==> src/nat_pkg.sv <==
// Shared types and constants for the node address table.
// No dependencies.
package nat_pkg;

    localparam int TABLE_DEPTH = 256;
    localparam int IDX_W = $clog2(TABLE_DEPTH);
    localparam int CNT_W = $clog2(TABLE_DEPTH + 1);

    typedef enum logic [2:0] {
        CMD_CLEAR    = 3'd0,
        CMD_ADD      = 3'd1,
        CMD_DELETE   = 3'd2,
        CMD_KEEP_GW  = 3'd3,
        CMD_BY_ADDR  = 3'd4,
        CMD_BY_NODE  = 3'd5,
        CMD_RENAME   = 3'd6,
        CMD_SET_SUFX = 3'd7
    } t_cmd;

    typedef enum logic [1:0] {
        CFG_GATEWAY = 2'd0,
        CFG_HOST    = 2'd1,
        CFG_MASK    = 2'd2
    } t_cfg_idx;

    typedef enum logic [2:0] {
        ST_IDLE,
        ST_SCAN,
        ST_FINISH,
        ST_OUT
    } t_state;

    // Controller to datapath.
    typedef struct packed {
        logic load;     // capture the command
        logic start;    // reset scan pointer
        logic step;     // process one entry
        logic finish;   // apply end-of-command effects
        logic emit;     // load the output register
    } t_ctl;

    // Datapath to controller.
    typedef struct packed {
        logic scan_done;
    } t_sts;

endpackage

==> src/nat_ctrl.sv <==
// Controller state machine for the node address table.
// Depends on nat_pkg.
module nat_ctrl
    import nat_pkg::*;
(
    input  logic   i_clk,
    input  logic   i_rst_n,
    input  logic   i_in_valid,
    output logic   o_in_ready,
    output logic   o_out_valid,
    input  logic   i_out_ready,
    input  t_sts   i_sts,
    output t_ctl   o_ctl
);

    t_state r_state, n_state;
    logic   r_out_valid, n_out_valid;

    always_ff @(posedge i_clk) begin
        if (!i_rst_n) begin
            r_state     <= ST_IDLE;
            r_out_valid <= 1'b0;
        end else begin
            r_state     <= n_state;
            r_out_valid <= n_out_valid;
        end
    end

    always_comb begin
        n_state = r_state;
        unique case (r_state)
            ST_IDLE:   if (i_in_valid) n_state = ST_SCAN;
            ST_SCAN:   if (i_sts.scan_done) n_state = ST_FINISH;
            ST_FINISH: n_state = ST_OUT;
            ST_OUT:    if (!r_out_valid || i_out_ready) n_state = ST_IDLE;
            default:   n_state = ST_IDLE;
        endcase
    end

    always_comb begin
        o_ctl       = '0;
        o_in_ready  = 1'b0;
        n_out_valid = r_out_valid && !i_out_ready;
        unique case (r_state)
            ST_IDLE: begin
                o_in_ready   = 1'b1;
                o_ctl.load   = i_in_valid;
                o_ctl.start  = i_in_valid;
            end
            ST_SCAN:   o_ctl.step = !i_sts.scan_done;
            ST_FINISH: o_ctl.finish = 1'b1;
            ST_OUT: begin
                // The previous result must have been transferred first.
                if (!r_out_valid || i_out_ready) begin
                    o_ctl.emit  = 1'b1;
                    n_out_valid = 1'b1;
                end
            end
            default: ;
        endcase
    end

    assign o_out_valid = r_out_valid;

`ifndef NO_ASSERTIONS
    a_out_hold: assert property (@(posedge i_clk) disable iff (!i_rst_n)
        o_out_valid && !i_out_ready |=> o_out_valid)
        else $error("result dropped before transfer");
    a_accept_idle: assert property (@(posedge i_clk) disable iff (!i_rst_n)
        o_in_ready |-> r_state == ST_IDLE)
        else $error("ready outside idle");
    a_emit_once: assert property (@(posedge i_clk) disable iff (!i_rst_n)
        o_ctl.emit |=> r_state == ST_IDLE && o_out_valid)
        else $error("emit did not produce a result");
`endif

endmodule

==> config.mk <==
export PLATFORM = sky130hd
export DESIGN_NAME = nat_ctrl
export DESIGN_NICKNAME = d
export VERILOG_FILES = /design/src/nat_pkg.sv /design/src/nat_ctrl.sv
export SDC_FILE = /design/constraint.sdc
export NUM_CORES = 1
export LEC_CHECK = 0
export ABC_CLOCK_PERIOD_IN_PS = 3750
export BUFFER_PORTS_ARGS = -buffer_cell sky130_fd_sc_hd__buf_2
export CELL_PAD_IN_SITES_DETAIL_PLACEMENT = 1
export CELL_PAD_IN_SITES_GLOBAL_PLACEMENT = 1
export CORE_AREA = 2 2 39 41
export CTS_BUF_LIST = sky130_fd_sc_hd__clkbuf_16
export DETAILED_ROUTE_END_ITERATION = 10
export DIE_AREA = 0 0 41 43
export HOLD_SLACK_MARGIN = 0.1
export PLACE_DENSITY_LB_ADDON = 0.1
export SYNTH_ARGS = -nofsm -noshare
export SYNTH_HDL_FRONTEND = slang
export SYNTH_SLANG_ARGS = --single-unit
==> constraint.sdc <==
create_clock -name i_clk -period 3.75 [get_ports i_clk]
set_clock_uncertainty 0.2 [all_clocks]
set_input_delay 0.75 -clock i_clk [delete_from_list [all_inputs] [get_ports i_clk]]
set_output_delay 0.75 -clock i_clk [all_outputs]
set_load 0.05 [all_outputs]
### After elaboration in Yosys (flattened, before gate mapping)

Cells that the tools add are included.

| operators by class | value |
|---|---|
| eq/ne operators | 6 |
| mux-type cells | 12 |
| reduce and logical (&&, ||, !) cells | 7 |

Operators by type and width:

| cell | count |
|---|---|
| $pmux 3 s4 | 1 |
| $mux 3 | 3 |
| $mux 1 | 7 |
| $eq 3x2->1 const B | 2 |
| $ne 2x2->1 const B | 3 |
| $eq 3x1->1 const B | 1 |
| $logic_not 1->1 | 3 |
| $logic_not 3->1 | 1 |
| $reduce_and 3->1 | 1 |
| $mux 2 | 1 |
| $logic_and 1x1->1 | 1 |
| $logic_or 1x1->1 | 1 |

| word-level totals | value |
|---|---|
| input port bits | 5 |
| register bits | 4 |
| output and inout bits | 7 |
| logic and storage cells | 27 |

### Logic depth before layout (Yosys ltp)

| logic depth | value |
|---|---|
| depth after elaboration | 4 |
| mapped depth | 5 |
| gate-level depth less buffers | 5 |

### Worst setup path before layout

No wires, ideal clock.

| timing | value |
|---|---|
| path type | register -> output |
| from | register r_state[0] |
| to | output o_ctl[4] (netlist name) |
| buffers on the path | 1 |
| data required time | 2.800 ns |
| arrival | 1.728 ns |
| cell stages (with the launch flop) | 5 |
| setup slack | 1.072 ns |
| cells stage by stage | dfxtp_1 inv_1 ha_1 and2_1 buf_4 |

RTL lines:

| item | line | source |
|---|---|---|
| from (decl) | nat_ctrl.sv:16 | `t_state r_state, n_state;` |
| from (signal assigned) | nat_ctrl.sv:24 | `r_state <= n_state;` |
| to (decl) | nat_ctrl.sv:13 | `output t_ctl o_ctl` |

==> out/metrics.yaml <==
finalPower_w: 0.0003875
cp_cell_sequence: "buf_2, nor2b_1, nor2b_1, buf_2"
layout.nets: 48
wire_per_inst_um: 9.944
final_layout_size_suffix_gt1_share_pct: 36.84
fin_area_um2: 362.8
final_cells: 54
numClockSinks: 3
p_sw_w: 0.0001628
ys_ff_latch: 3
start_util_pct: 15.64
drc: 0
port_buffers: 11
cp_top_family: "buffers and inverters"
critPathMaxStageDelay_ns: 0.21
p_per_area_nw_per_um2: 1068
gp_congestion: 0.6626
avgSynthCellArea_um2: 9.019
vdd_drop_max_uv: 174.5
ios: 12
dr.pass1.iters: 2
tns_ns: 0
cts_root_buf: "clkbuf_16"
grt_pass1_vias: 201
die_w_um: 41
swShare_pct: 42.03
slew_violations: 0
status: "complete, no violations"
crit_slowest_cell: "buf_2"
worstPathRequired_ns: 2.80
via_count: 213
fillCellCount: 173
period_share_pct: 60.83
min_path_type: "reg -> reg"
post_cts_buffers: 0
ant_nets: 0
synth_warnings: 0
grt_pass1_wl_um: 786
layout_min_cycle_time_ns: 2.281
regArea_um2: 60.06
wirelength_um: 537
yosysSeqAreaShare_pct: 27.75
die-area_um2: 1763
finalHoldViolCount: 0
power.leakage_nw: 0.1935
grt_overflow: 0
syn2layout_area_growth_pct: 67.63
dp.cells: 50
core-area_um2: 1384
combinationalPowerShare_pct: 42.5
crit_fanout: 3
grt_max_degree: 6
max_cap_viol_count: 0
via_per_inst: 3.944
htreeDepth: 1
placedInstanceArea_um2: 284.0
clkPwrFrac_pct: 44.4
clk_pin_slew_ns: 0.03
cts_resized: 0
globalRouteTotalUtil_pct: 7.415
cts_tree: "done"
hold_buffers: 0
cp.buffers_inverters: 2
p_seq_share_pct: 13.1
diodes: 0
critPathCaptureType: "output pin"
rsz0062_at_grt: "no"
clock.fmax_ghz: 0.4384
relSlewSlack_pct: 75.47
die_y_um: 43
numCtsBuffers: 3
p_int_w: 0.0002246
tightest_slew_ns: 0.3680
cp-start-kind: "primary input"
cp.arrival_ns: 1.33
crit_type: "in -> out"
syn-num-nets: 33
grt_antenna_before_repair: 0
setup_viol: 0
first_iter_violations: 2
multi_input_area_um2: 137.6
clockBufferDepth: 2
synthDistinctLibCells: 12
core.rowCount: 14
clock_latency_ns: 0.23
synthCells: 24
syn_area_um2: 216.5
-- worst reg2reg max path, delay by kind of cell, from the launching register on --
kind	cells	cell delay, ns
adder cells (fa/ha/maj)	1	0.25
multiplexers	1	0.13
flip-flops	1	0.37
AO/OA/AOI/OAI	1	0.09
AND/OR/NAND/NOR	1	0.46
buffers and inverters	1	0.08
-- synth_stat cells --
library cell,count,share of area [%]
or4b_1,1,4.6
buf_4,1,3.5
inv_1,3,5.2
and2_1,1,2.9
o21a_1,1,3.5
mux2i_1,2,9.2
dfxtp_1,3,28
nor2b_1,3,8.7
a221oi_1,1,4.0
ha_1,4,23
nand2_1,3,5.2
o21ai_0,1,2.3
-- layout by cell type, fill, tap and decap left out --
master     instances
buf_2             11
inv_1              4
ha_1               4
nor2b_1            3
nand2_1            3
clkbuf_16          3
dfxtp_1            3
mux2i_1            2
and2_1             1
a221oi_1           1
o21a_1             1
or4b_1             1
o21ai_0            1
-- logic make-up after synthesis --
kind of cell / after synthesis / share of synthesized area (%)
DFF: 3 / 27.75
and+or+nand+nor: 8 / 21.39
buffers and inverters: 4 / 8.671
adders and majority gates: 4 / 23.12
AOI/OAI and AO/OA: 3 / 9.826
muxes: 2 / 9.249
-- metrics by stage --
step                worst slack [ns]  hold WS (ns)  util, %
floorplan                      1.072        0.2677        -
global placement               1.480        0.3024    20.52
detailed placement             1.455        0.3039    20.52
CTS                            1.453        0.3245    26.22
global route                   1.406        0.3478    26.22
finish                         1.469        0.3097    26.22
-- state kept, by name, indices dropped and copies added, names as in the netlist --
| name | flops |
|---|---|
| r_state | 2 |
| o_out_valid | 1 |
-- power by group through the flow --
| stage | Sequential [W] | Clock [W] | Combinational [W] |
|---|---|---|---|
| floorplan | 0.0000520 | 0 | 0.000140 |
| global placement | 0.0000517 | 0 | 0.000167 |
| detailed placement | 0.0000520 | 0 | 0.000166 |
| CTS | 0.0000517 | 0.000175 | 0.000167 |
| global route | 0.0000530 | 0.000179 | 0.000179 |
| finish | 0.0000509 | 0.000172 | 0.000165 |
-- layer usage --
metal | track usage [%] | wire, µm
met5 | 0 | 0
met1 | 6.390 | 219
met3 | 4.712 | 43
met2 | 10.31 | 265
met4 | 8.000 | 8
-- layout make-up --
cell class / count / area share (%)
clock buffers: 3 / 20.69
clock inverters: 1 / 1.034
inverters: 3 / 3.103
multi-input cells: 17 / 37.93
flip-flops and latches: 3 / 16.55
well taps: 16 / 5.517
repair buffers: 11 / 15.17
-- final timing paths --
path / startpoint / end / slack, ns / cells past startpoint
min reg2reg: r_state[1] / r_state[1] / 0.31 / 2
max: i_out_ready / o_ctl[0] / 1.47 / 4
min: r_state[1] / r_state[1] / 0.31 / 2
max reg2reg: r_state[0] / r_state[0] / 2.08 / 5
Note: power is estimated with default switching activity, not from simulation.
